**config.mk**
```make
export PLATFORM = sky130hd
export DESIGN_NAME = bit_stream_packer_core_flat
export DESIGN_NICKNAME = d
export VERILOG_FILES = /design/src/hw/rtl/bsp_pkg.sv /design/src/hw/rtl/bsp_in_if.sv /design/src/hw/rtl/bsp_out_if.sv /design/src/hw/rtl/bsp_ctrl.sv /design/src/hw/rtl/bsp_datapath.sv /design/src/hw/rtl/bit_stream_packer_core.sv /design/src/flat_wrapper.sv
export SDC_FILE = /design/constraint.sdc
export NUM_CORES = 1
export LEC_CHECK = 0
export ABC_AREA = 1
export BUFFER_PORTS_ARGS = -buffer_cell sky130_fd_sc_hd__buf_2
export CAP_MARGIN = 20
export CORE_ASPECT_RATIO = 1.1
export CORE_MARGIN = 5
export CORE_UTILIZATION = 55
export DETAILED_ROUTE_END_ITERATION = 8
export HOLD_SLACK_MARGIN = 0.02
export PLACE_DENSITY = 0.72
export SLEW_MARGIN = 25
export SYNTH_ARGS = -nofsm -noshare
export SYNTH_HDL_FRONTEND = slang
export SYNTH_SLANG_ARGS = --single-unit
```
**constraint.sdc**
```tcl
create_clock -name clk_i -period 4.5 [get_ports clk_i]
set_clock_uncertainty 0.1 [all_clocks]
set_input_delay 0.675 -clock clk_i [delete_from_list [all_inputs] [get_ports clk_i]]
set_output_delay 0.675 -clock clk_i [all_outputs]
set_load 0.02 [all_outputs]
```
**src/hw/rtl/bsp_pkg.sv**
```systemverilog
`timescale 1ns / 1ps

package bsp_pkg;

  // Field widths of one request and one result
  localparam int unsigned OpcodeW  = 2;
  localparam int unsigned ValueW   = 32;
  localparam int unsigned CountW   = 8;
  localparam int unsigned ByteW    = 8;
  localparam int unsigned FlushedW = 3;

  // Saturation limits for field and run pushes
  localparam int unsigned MaxFieldBits = 32;
  localparam int unsigned MaxRunBits   = 255;

  // Opcodes
  localparam logic [OpcodeW-1:0] OpPushField = 2'd0;
  localparam logic [OpcodeW-1:0] OpPushRun   = 2'd1;
  localparam logic [OpcodeW-1:0] OpFlush     = 2'd2;

  typedef struct packed {
    logic [OpcodeW-1:0] opcode;
    logic [ValueW-1:0]  value;
    logic [CountW-1:0]  bit_count;
  } in_req_t;

  typedef struct packed {
    logic [ByteW-1:0]    out_byte;
    logic                byte_valid;
    logic [FlushedW-1:0] flushed_bits;
    logic                last;
  } out_rsp_t;

  // Controller to datapath
  typedef struct packed {
    logic load;
    logic step;
  } dp_cmd_t;

  // Datapath to controller
  typedef struct packed {
    logic out_free;
    logic done;
  } dp_status_t;

endpackage

```
**src/hw/rtl/bsp_in_if.sv**
```systemverilog
`timescale 1ns / 1ps

interface bsp_in_if;
  import bsp_pkg::*;

  logic    valid;
  logic    ready;
  in_req_t data;

  modport source (output valid, output data, input ready);
  modport sink (input valid, input data, output ready);
endinterface

```
**src/hw/rtl/bsp_out_if.sv**
```systemverilog
`timescale 1ns / 1ps

interface bsp_out_if;
  import bsp_pkg::*;

  logic     valid;
  logic     ready;
  out_rsp_t data;

  modport source (output valid, output data, input ready);
  modport sink (input valid, input data, output ready);
endinterface

```
**src/hw/rtl/bsp_ctrl.sv**
```systemverilog
`timescale 1ns / 1ps

module bsp_ctrl
  import bsp_pkg::*;
(
  input  logic                clk_i,
  input  logic                rst_ni,
  input  logic                in_valid_i,
  input  logic [OpcodeW-1:0]  in_opcode_i,
  output logic                in_ready_o,
  input  dp_status_t          status_i,
  output dp_cmd_t             cmd_o
);

  localparam logic StIdle = 1'b0;
  localparam logic StRun  = 1'b1;

  logic state_q, state_d;
  logic op_known;

  assign op_known = (in_opcode_i == OpPushField) || (in_opcode_i == OpPushRun) ||
                    (in_opcode_i == OpFlush);

  // Next state and datapath commands
  always_comb begin
    state_d    = state_q;
    in_ready_o = 1'b0;
    cmd_o      = '0;
    case (state_q)
      StIdle: begin
        in_ready_o = 1'b1;
        // unused opcode is taken and dropped
        if (in_valid_i && op_known) begin
          cmd_o.load = 1'b1;
          state_d    = StRun;
        end
      end
      StRun: begin
        if (status_i.out_free) begin
          cmd_o.step = 1'b1;
          if (status_i.done) begin
            state_d = StIdle;
          end
        end
      end
      default: begin
        state_d = StIdle;
      end
    endcase
  end

  always_ff @(posedge clk_i or negedge rst_ni) begin
    if (!rst_ni) begin
      state_q <= StIdle;
    end else begin
      state_q <= state_d;
    end
  end

endmodule

```
**src/hw/rtl/bsp_datapath.sv**
```systemverilog
`timescale 1ns / 1ps

module bsp_datapath
  import bsp_pkg::*;
#(
  parameter int unsigned MAX_FIELD_BITS = MaxFieldBits,
  parameter int unsigned MAX_RUN_BITS   = MaxRunBits
) (
  input  logic       clk_i,
  input  logic       rst_ni,
  input  in_req_t    in_data_i,
  input  dp_cmd_t    cmd_i,
  output dp_status_t status_o,
  output logic       out_valid_o,
  input  logic       out_ready_i,
  output out_rsp_t   out_data_o
);

  // Bit source width, remaining-count width, shift-amount width
  localparam int unsigned DW     = (MAX_FIELD_BITS > ValueW) ? MAX_FIELD_BITS : ValueW;
  localparam int unsigned MaxCnt = (MAX_FIELD_BITS > MAX_RUN_BITS) ? MAX_FIELD_BITS
                                                                   : MAX_RUN_BITS;
  localparam int unsigned CW     = $clog2(MaxCnt + 1);
  localparam int unsigned SHW    = $clog2(DW + 1);

  logic [DW-1:0]      src_q, src_d;
  logic [CW-1:0]      rem_q, rem_d;
  logic [OpcodeW-1:0] mode_q, mode_d;
  logic               run_bit_q, run_bit_d;
  logic [ByteW-1:0]   partial_q, partial_d;
  logic [2:0]         fill_q, fill_d;
  logic               out_valid_q, out_valid_d;
  out_rsp_t           out_data_q, out_data_d;

  logic [DW-1:0]      val_ext, val_rev;
  logic [CW-1:0]      k_field, k_run;
  logic [3:0]         room, take;
  logic [CW-1:0]      rem_next;
  logic [ByteW:0]     mask9;
  logic [ByteW-1:0]   chunk, merged;
  logic [3:0]         fill_sum;
  logic               byte_done, out_free;

  // Reverse the value so that the first pushed bit sits at bit 0
  always_comb begin
    val_ext = DW'(in_data_i.value);
    for (int i = 0; i < DW; i++) begin
      val_rev[i] = val_ext[DW-1-i];
    end
  end

  // Saturated counts
  assign k_field = (32'(in_data_i.bit_count) > MAX_FIELD_BITS) ? CW'(MAX_FIELD_BITS)
                                                               : CW'(in_data_i.bit_count);
  assign k_run   = (32'(in_data_i.bit_count) > MAX_RUN_BITS) ? CW'(MAX_RUN_BITS)
                                                             : CW'(in_data_i.bit_count);

  // One byte-slot per step: take as many bits as fit in the partial byte
  assign room     = 4'd8 - {1'b0, fill_q};
  assign take     = (32'(rem_q) < 32'(room)) ? 4'(rem_q) : room;
  assign rem_next = rem_q - CW'(take);
  assign mask9    = (9'd1 << take) - 9'd1;
  assign chunk    = (mode_q == OpPushRun) ? {ByteW{run_bit_q}} : src_q[ByteW-1:0];
  assign merged   = partial_q | ((chunk & mask9[ByteW-1:0]) << fill_q);
  assign fill_sum = {1'b0, fill_q} + take;
  assign byte_done = fill_sum[3];

  assign out_free = !out_valid_q || out_ready_i;

  assign status_o.out_free = out_free;
  assign status_o.done     = (mode_q == OpFlush) || (rem_next == '0);

  // Load on accept, advance one step at a time
  always_comb begin
    src_d       = src_q;
    rem_d       = rem_q;
    mode_d      = mode_q;
    run_bit_d   = run_bit_q;
    partial_d   = partial_q;
    fill_d      = fill_q;
    out_valid_d = out_valid_q && !out_ready_i;
    out_data_d  = out_data_q;

    if (cmd_i.load) begin
      mode_d    = in_data_i.opcode;
      run_bit_d = (in_data_i.value != '0);
      src_d     = val_rev >> (SHW'(DW) - SHW'(k_field));
      rem_d     = (in_data_i.opcode == OpPushRun) ? k_run : k_field;
    end else if (cmd_i.step) begin
      if (mode_q == OpFlush) begin
        out_valid_d             = 1'b1;
        out_data_d.out_byte     = partial_q;
        out_data_d.byte_valid   = (fill_q != '0);
        out_data_d.flushed_bits = fill_q;
        out_data_d.last         = 1'b1;
        partial_d               = '0;
        fill_d                  = '0;
      end else begin
        src_d = src_q >> take;
        rem_d = rem_next;
        if (byte_done) begin
          out_valid_d             = 1'b1;
          out_data_d.out_byte     = merged;
          out_data_d.byte_valid   = 1'b1;
          out_data_d.flushed_bits = '0;
          // no further byte can complete from what is left
          out_data_d.last         = (32'(rem_next) < 32'd8);
          partial_d               = '0;
          fill_d                  = '0;
        end else begin
          partial_d = merged;
          fill_d    = fill_sum[2:0];
        end
      end
    end
  end

  // Control and packing state
  always_ff @(posedge clk_i or negedge rst_ni) begin
    if (!rst_ni) begin
      rem_q       <= '0;
      mode_q      <= OpPushField;
      partial_q   <= '0;
      fill_q      <= '0;
      out_valid_q <= 1'b0;
    end else begin
      rem_q       <= rem_d;
      mode_q      <= mode_d;
      partial_q   <= partial_d;
      fill_q      <= fill_d;
      out_valid_q <= out_valid_d;
    end
  end

  // Payload registers
  always_ff @(posedge clk_i) begin
    src_q      <= src_d;
    run_bit_q  <= run_bit_d;
    out_data_q <= out_data_d;
  end

  assign out_valid_o = out_valid_q;
  assign out_data_o  = out_data_q;

endmodule

```
**src/hw/rtl/bit_stream_packer_core.sv**
```systemverilog
`timescale 1ns / 1ps

// Channel | Dir | Payload                                       | Request moves
// in_i    | in  | opcode, value, bit_count                      | one push or flush
// out_o   | out | out_byte, byte_valid, flushed_bits, last      | one byte result
//
// A request is taken while the sequencer is idle, then worked in steps of one byte slot per
// cycle: a step fills the partial byte from the bit source. A push (after saturation)
// is stepped until its bits are used up, a flush emits the partial byte, an unused
// opcode is taken and dropped; the next request is taken on the cycle after the last step.
// Steps stall while the output register holds a result not yet taken.
// Reset clears the partial byte, its fill count and the output valid.

module bit_stream_packer_core
  import bsp_pkg::*;
#(
  parameter int unsigned MAX_FIELD_BITS = MaxFieldBits,
  parameter int unsigned MAX_RUN_BITS   = MaxRunBits
) (
  input  logic            clk_i,
  input  logic            rst_ni,
  bsp_in_if.sink          in_i,
  bsp_out_if.source       out_o
);

  dp_cmd_t    cmd;
  dp_status_t status;

  // Sequencer
  bsp_ctrl u_ctrl (
    .clk_i       (clk_i),
    .rst_ni      (rst_ni),
    .in_valid_i  (in_i.valid),
    .in_opcode_i (in_i.data.opcode),
    .in_ready_o  (in_i.ready),
    .status_i    (status),
    .cmd_o       (cmd)
  );

  // Bit source, packing state and output register
  bsp_datapath #(
    .MAX_FIELD_BITS (MAX_FIELD_BITS),
    .MAX_RUN_BITS   (MAX_RUN_BITS)
  ) u_datapath (
    .clk_i       (clk_i),
    .rst_ni      (rst_ni),
    .in_data_i   (in_i.data),
    .cmd_i       (cmd),
    .status_o    (status),
    .out_valid_o (out_o.valid),
    .out_ready_i (out_o.ready),
    .out_data_o  (out_o.data)
  );

endmodule
```
**src/flat_wrapper.sv**
```systemverilog
// flat-port wrapper written by rule: the top's interface ports become plain ports
module bit_stream_packer_core_flat import bsp_pkg::*;
#(
  parameter int unsigned MAX_FIELD_BITS = MaxFieldBits,
  parameter int unsigned MAX_RUN_BITS   = MaxRunBits
)
  (clk_i, rst_ni, in_i_valid, in_i_data, in_i_ready, out_o_valid, out_o_data, out_o_ready);
  bsp_in_if in_i_i ();
  bsp_out_if out_o_i ();
  input  logic clk_i;
  input  logic rst_ni;
  input wire logic [$bits(in_i_i.valid)-1:0] in_i_valid;
  input wire logic [$bits(in_i_i.data)-1:0] in_i_data;
  output wire logic [$bits(in_i_i.ready)-1:0] in_i_ready;
  output wire logic [$bits(out_o_i.valid)-1:0] out_o_valid;
  output wire logic [$bits(out_o_i.data)-1:0] out_o_data;
  input wire logic [$bits(out_o_i.ready)-1:0] out_o_ready;
  assign in_i_i.valid = in_i_valid;
  assign in_i_i.data = in_i_data;
  assign in_i_ready = in_i_i.ready;
  assign out_o_valid = out_o_i.valid;
  assign out_o_data = out_o_i.data;
  assign out_o_i.ready = out_o_ready;
  bit_stream_packer_core #(.MAX_FIELD_BITS(MAX_FIELD_BITS), .MAX_RUN_BITS(MAX_RUN_BITS)) u_core (.clk_i(clk_i), .rst_ni(rst_ni), .in_i(in_i_i), .out_o(out_o_i));
endmodule
```
After elaboration in Yosys (flattened, before gate mapping)
Index checks and enable logic that the tools add are counted.

Bits in latches: 0. Output and inout bits: 15. RAM bits: 0. Input port bits: 46. Register bits after elaboration: 69. Bits in read-only memories: 0. Memories kept: 0. Word-level logic and storage cells: 78.

Bitwise logic cells: 4. Equality and inequality tests: 5. Multipliers: 0. Add/subtract/negate cells: 5. $lt $le $gt $ge: 3. Multiplexer cells: 28. Shift-type cells: 4. Divide/modulo/power cells: 0. Reduce and logical (&&, ||, !) cells: 17.

Operators with widths (count): two-way mux 32 bit (3); two-way mux 8 bit (8); nonzero test 32 bit (1); right shift 32 x 4 -> 32 bit (1); right shift 32 x 6 -> 32 bit (1); two-way mux 13 bit (2); two-way mux 1 bit (11); AND 8 bit (1); > comparator 8 x 6 -> 1 bit (second input constant) (1); zero test 8 bit (1); less-than comparator 8 x 4 -> 1 bit (1); less-than comparator 8 x 4 -> 1 bit (second input constant) (1); OR 8 bit (1); << shifter 1 x 4 -> 8 bit (first input constant) (1); << shifter 8 x 3 -> 8 bit (1); subtractor 8 x 1 -> 8 bit (second input constant) (1); subtractor 8 x 4 -> 8 bit (1); two-way mux 3 bit (2); subtractor 6 bit (first input constant) (1); adder 3 x 4 -> 4 bit (1); == test 2 x 1 -> 1 bit (second input constant) (2); == test 2 bit (second input constant) (2); logical OR 1 bit (4); two-way mux 4 bit (1); 11 further kinds (16).

Logic depth before layout (Yosys ltp)
Word-level depth: 10. Mapped depth: 28.

Modules after synthesis
Synthesis repeated with hierarchy kept, for this count alone.

Cells, all modules: 1149. Area, all modules: 7119.3 µm².

By module, submodules not included: bsp_datapath (times used 1, area each 7051.8 µm², cells each 1139, sequential area each 1931.9 µm²); bsp_ctrl (times used 1, area each 67.6 µm², cells each 10, sequential area each 25.0 µm²).

Worst setup path before layout
Ideal clock, no wire load.

Path type: register to register. Start: register u_core.u_datapath.fill_q[1]. End: register u_core.u_datapath.out_data_q (netlist bit u_core.u_datapath.out_data_o[0]) (enable). Buffers on the path: 3. Setup slack: 592 ps. Setup time: 356 ps. Cell stages (with the launch flop): 22. Data arrival time: 3452 ps. Path through: dfrtp_1 -> buf_2 -> clkinv_1 -> ha_1 -> ha_1 -> inv_1 -> nand3_1 -> nand2_1 -> nor2_4 -> nand2_2 -> buf_6 -> nand2_1 -> nand2_2 -> buf_1 -> ha_1 -> nand2_1 -> nor2_1 -> a211oi_1 -> or2_2 -> nand3_1 -> nand2_1 -> inv_1.

Cells in the longest elaborated chain, start to end: 6.

RTL lines: from (decl) (RTL line bsp_datapath.sv:31) `logic [2:0] fill_q, fill_d;`; from (signal assigned) (RTL line bsp_datapath.sv:130) `fill_q <= fill_d;`; subtractor 4 x 3 -> 4 bit (RTL line bsp_datapath.sv:59) `assign room = 4'd8 - {1'b0, fill_q};`; less-than comparator 8 x 4 -> 1 bit (RTL line bsp_datapath.sv:60) `assign take = (32'(rem_q) < 32'(room)) ? 4'(rem_q) : room;`; two-way mux 4 bit (RTL line bsp_datapath.sv:60); adder 3 x 4 -> 4 bit (*) (RTL line bsp_datapath.sv:65) `assign fill_sum = {1'b0, fill_q} + take;`; nonzero test 2 bit (no line) (*); AND reduction 3 bit (no line) (*); to (signal assigned) (RTL line bsp_datapath.sv:139) `out_data_q <= out_data_d;`; to (decl) (RTL line bsp_datapath.sv:33) `out_rsp_t out_data_q, out_data_d;`.

Every way passes the cells marked *; elsewhere a longest branch is shown, timed or not. A chain may end at the register's enable or synchronous reset.

Final worst setup path
Start: register u_core.u_datapath.fill_q[0]. End: register u_core.u_datapath.out_data_q (netlist bit u_core.u_datapath.out_data_o[10]), data pin.

Cells in the longest elaborated chain, start to end: 10.

RTL lines: subtractor 4 x 3 -> 4 bit (RTL line bsp_datapath.sv:59); less-than comparator 8 x 4 -> 1 bit (RTL line bsp_datapath.sv:60); two-way mux 4 bit (RTL line bsp_datapath.sv:60); << shifter 1 x 4 -> 8 bit (RTL line bsp_datapath.sv:62) `assign mask9 = (9'd1 << take) - 9'd1;`; subtractor 8 x 1 -> 8 bit (RTL line bsp_datapath.sv:62); AND 8 bit (RTL line bsp_datapath.sv:64) `assign merged = partial_q | ((chunk & mask9[ByteW-1:0]) << fill_q);`; << shifter 8 x 3 -> 8 bit (*) (RTL line bsp_datapath.sv:64); OR 8 bit (*) (RTL line bsp_datapath.sv:64); two-way mux 13 bit (*) (RTL line bsp_datapath.sv:101) `if (byte_done) begin`; two-way mux 13 bit (*) (RTL line bsp_datapath.sv:90) `if (mode_q == OpFlush) begin`.

Every way passes the cells marked *; elsewhere a longest branch is shown, timed or not. The select of a mux whose other input is x is not followed.

==> flow_summary.json <==
{
  "outcome": "complete, no violations",
  "synth_fp_nets": 1135,
  "reg2reg_depth": 21,
  "dpl.hpwl_um": 14600,
  "grt_first_pass_wirelength_um": 30900,
  "antenna_found_initial": 0,
  "fmax_ghz": 0.248,
  "vias": 7224,
  "syn2layout_area_growth_pct": 9.91,
  "wl_met3_um": 1600,
  "ant_nets": 0,
  "post-route-period-util_pct": 89.7,
  "dr.max_layer_used": "met4",
  "ys_types": 47,
  "clkTransAtPathRegs_ns": 0.07,
  "netlist_instances": 1075,
  "dr.pass1.iters": 5,
  "drt-met1-wl_um": 8900,
  "r2r-start": "u_core.u_datapath.fill_q[0]$_DFFE_PN0P_",
  "start_kind": "register",
  "synthesis.area_um2": 6860,
  "wl_met2_um": 8140,
  "synth-simple-area-share_pct": 34.8,
  "cts_buffers": 9,
  "pin_count": 61,
  "finalSetupViolations": 0,
  "wl_um": 18900,
  "vias_per_cell": 5.67,
  "layout.nets": 1175,
  "htreeDepth": 3,
  "die-area_um2": 14800,
  "initial_utilization_pct": 56.5,
  "slew_headroom_pct": 48.3,
  "die_x_um": 116,
  "critPathCaptureType": "register",
  "finalSetupTns_ns": 0,
  "syn_avg_cell_area_um2": 6.38,
  "hold_violations": 0,
  "gr-total-overflow": 0,
  "cap_violations": 0,
  "core_area_um2": 12100,
  "rsz0062_at_grt": "false",
  "ys_seq_area_share_pct": 28.5,
  "critPathKind": "reg -> reg",
  "fin_area_um2": 7540,
  "grt_max_degree": 64,
  "synthXorXnorAreaFrac_pct": 1.15,
  "wl_per_cell_um": 14.9,
  "r2r_slack_ns": 0.46,
  "final_common_cell": "nand2_1",
  "cts-root-buf": "clkbuf_16",
  "grt_use_total_pct": 25.7,
  "muxShareOfSynthArea_pct": 2.34,
  "drt_iter0_markers": 669,
  "powerDensity_nw_per_um2": 603,
  "timing.rr.end": "u_core.u_datapath.out_data_o[10]$_DFFE_PP_",
  "fin_crit_ns": 4.04,
  "final_cell_mix": "nand2_1, inv_1, o21ai_0, nand3_1, nor2_1",
  "yosys_warnings": 0,
  "synth_top_family_by_area": "simple AND/OR/NAND/NOR gates",
  "cp.required_ns": 4.61,
  "place_congestion": 0.955,
  "p_leak_nw": 3.65,
  "cts_resized": 0,
  "die_y_um": 127,
  "grt_pass1_vias": 6448,
  "ys.flop_type": "edfxtp_1",
  "portBuffers": 60,
  "clockBufferDepth": 2,
  "clk_latency_ns": 0.34,
  "slew_violations": 0,
  "cts_tree": "built",
  "timing_worst_slew_pin_value_ns": 0.775,
  "cts_hold_buf": 0,
  "synth_compound_area_share_pct": 19.9,
  "clock_sinks": 69,
  "cp.arrival_ns": 4.15,
  "ys_ff_latch": 69,
  "drive_gt1_share_pct": 12.4,
  "drc_errors": 0,
  "cts_setup_buffers": 0,
  "rows": 42,
  "crit_fanout": 41,
  "postPlaceCellArea_um2": 7260,
  "synthAdderAreaFrac_pct": 2.66,
  "diodes": 0,
  "hold_path.class": "in -> async",
  "synthArstFlopShare_pct": 33.3,
  "synth_edf_count": 46,
  "peakVddDrop_uv": 337
}
logic make-up after synthesis:
logic type,count (synthesis)
simple gates,548
compound gates,243
buf+inv,179
flops,69
mux,16
fa+ha+maj,14
xor+xnor,6
registers in the layout, summed over array words and instances, names as in the netlist:
register	flops
u_core.u_ctrl.state_q	1
u_core.u_datapath.run_bit_q	1
u_core.u_datapath.out_valid_o	1
u_core.u_datapath.rem_q	8
u_core.u_datapath.out_data_o	13
u_core.u_datapath.src_q	32
u_core.u_datapath.partial_q	8
u_core.u_datapath.fill_q	3
u_core.u_datapath.mode_q	2
metrics by stage:
| stage | hold slack [ns] | utilization [%] | total power [W] | instances | worst slack, ns |
|---|---|---|---|---|---|
| after CTS | 0.237 | 62.1 | 0.00452 | 1274 | 0.517 |
| after global placement | 0.355 | 59.8 | 0.00381 | 1258 | 0.700 |
| after floorplan | 0.279 | - | 0.00315 | 1075 | 0.592 |
| final | 0.220 | 62.1 | 0.00454 | 1274 | 0.462 |
| after global routing | 0.267 | 62.1 | 0.00493 | 1274 | 0.0792 |
| after detailed placement | 0.361 | 59.8 | 0.00383 | 1258 | 0.600 |
power breakdown:
part           total, W  switching [W]  internal (W)  leakage [nW]
clock          0.000676       0.000295      0.000381         0.135
combinational   0.00261        0.00175      0.000860          2.77
sequential      0.00126       0.000142       0.00112         0.743
total           0.00454        0.00218       0.00236          3.65
per-layer routing:
metal	track usage (%)	vias up
li1	-	3699
met1	38.3	3227
met4	6.42	0
met2	38.6	275
met3	4.26	23
met5	0	-
layout make-up:
| class | instances | area, um^2 |
|---|---|---|
| clock buffer | 9 | 225 |
| clock inverter | 7 | 55.1 |
| fill | 1258 | 4600 |
| inverter | 127 | 477 |
| multi-input combinational | 827 | 4170 |
| sequential | 69 | 1960 |
| tap | 154 | 193 |
| timing repair buffer | 81 | 458 |
worst max-delay path by stage:
stage	start	endpoint	slack [ns]	depth (start not counted)
after global routing	u_core.u_datapath.fill_q[0]$_DFFE_PN0P_	u_core.u_datapath.out_data_o[10]$_DFFE_PP_	0.08	21
after detailed placement	u_core.u_datapath.fill_q[0]$_DFFE_PN0P_	u_core.u_datapath.out_data_o[10]$_DFFE_PP_	0.60	21
after CTS	u_core.u_datapath.fill_q[0]$_DFFE_PN0P_	u_core.u_datapath.out_data_o[10]$_DFFE_PP_	0.52	21
final	u_core.u_datapath.fill_q[0]$_DFFE_PN0P_	u_core.u_datapath.out_data_o[10]$_DFFE_PP_	0.46	21
after global placement	u_core.u_datapath.fill_q[0]$_DFFE_PN0P_	u_core.u_datapath.out_data_o[12]$_DFFE_PP_	0.70	18
after floorplan	u_core.u_datapath.fill_q[1]$_DFFE_PN0P_	u_core.u_datapath.out_data_o[0]$_SDFFCE_PN1P_	0.59	21
cells in the mapped netlist (3+ instances only):
master / instances / area (um^2)
edfxtp_1: 46 / 1380
nor2_1: 62 / 233
buf_4: 4 / 30.0
o22ai_1: 8 / 50.1
nor2_4: 3 / 33.8
o21ai_0: 117 / 586
buf_1: 4 / 15.0
a22oi_1: 5 / 37.5
or2_2: 19 / 119
inv_1: 119 / 447
a31oi_1: 3 / 18.8
nand4_1: 15 / 93.8
nand2_1: 305 / 1140
o211ai_1: 31 / 233
mux2i_1: 16 / 160
nor4_1: 7 / 43.8
a21oi_1: 28 / 140
or2_1: 8 / 50.1
nand2_2: 10 / 62.6
nand3_1: 113 / 566
ha_1: 13 / 163
dfrtp_1: 23 / 576
xor2_1: 4 / 35.0
o21ai_1: 39 / 195
clkbuf_1: 21 / 78.8
inv_2: 6 / 22.5
buf_2: 21 / 105
worst max-delay path, cell delays in order (launching register included):
cell	delay [ns]
dfrtp_1	0.58
inv_1	0.12
ha_1	0.24
ha_1	0.31
inv_1	0.06
nand2_1	0.06
nand2_1	0.07
nand3_2	0.18
nand2_2	0.24
nand2_1	0.07
nand2_1	0.14
buf_4	0.37
nand3_1	0.18
ha_1	0.32
a21oi_1	0.21
nand2_1	0.11
o21ai_0	0.09
nand2_1	0.09
o21bai_1	0.12
inv_1	0.05
nand2_1	0.07
o21a_1	0.12
No activity file was read; power rests on OpenSTA's default activity.
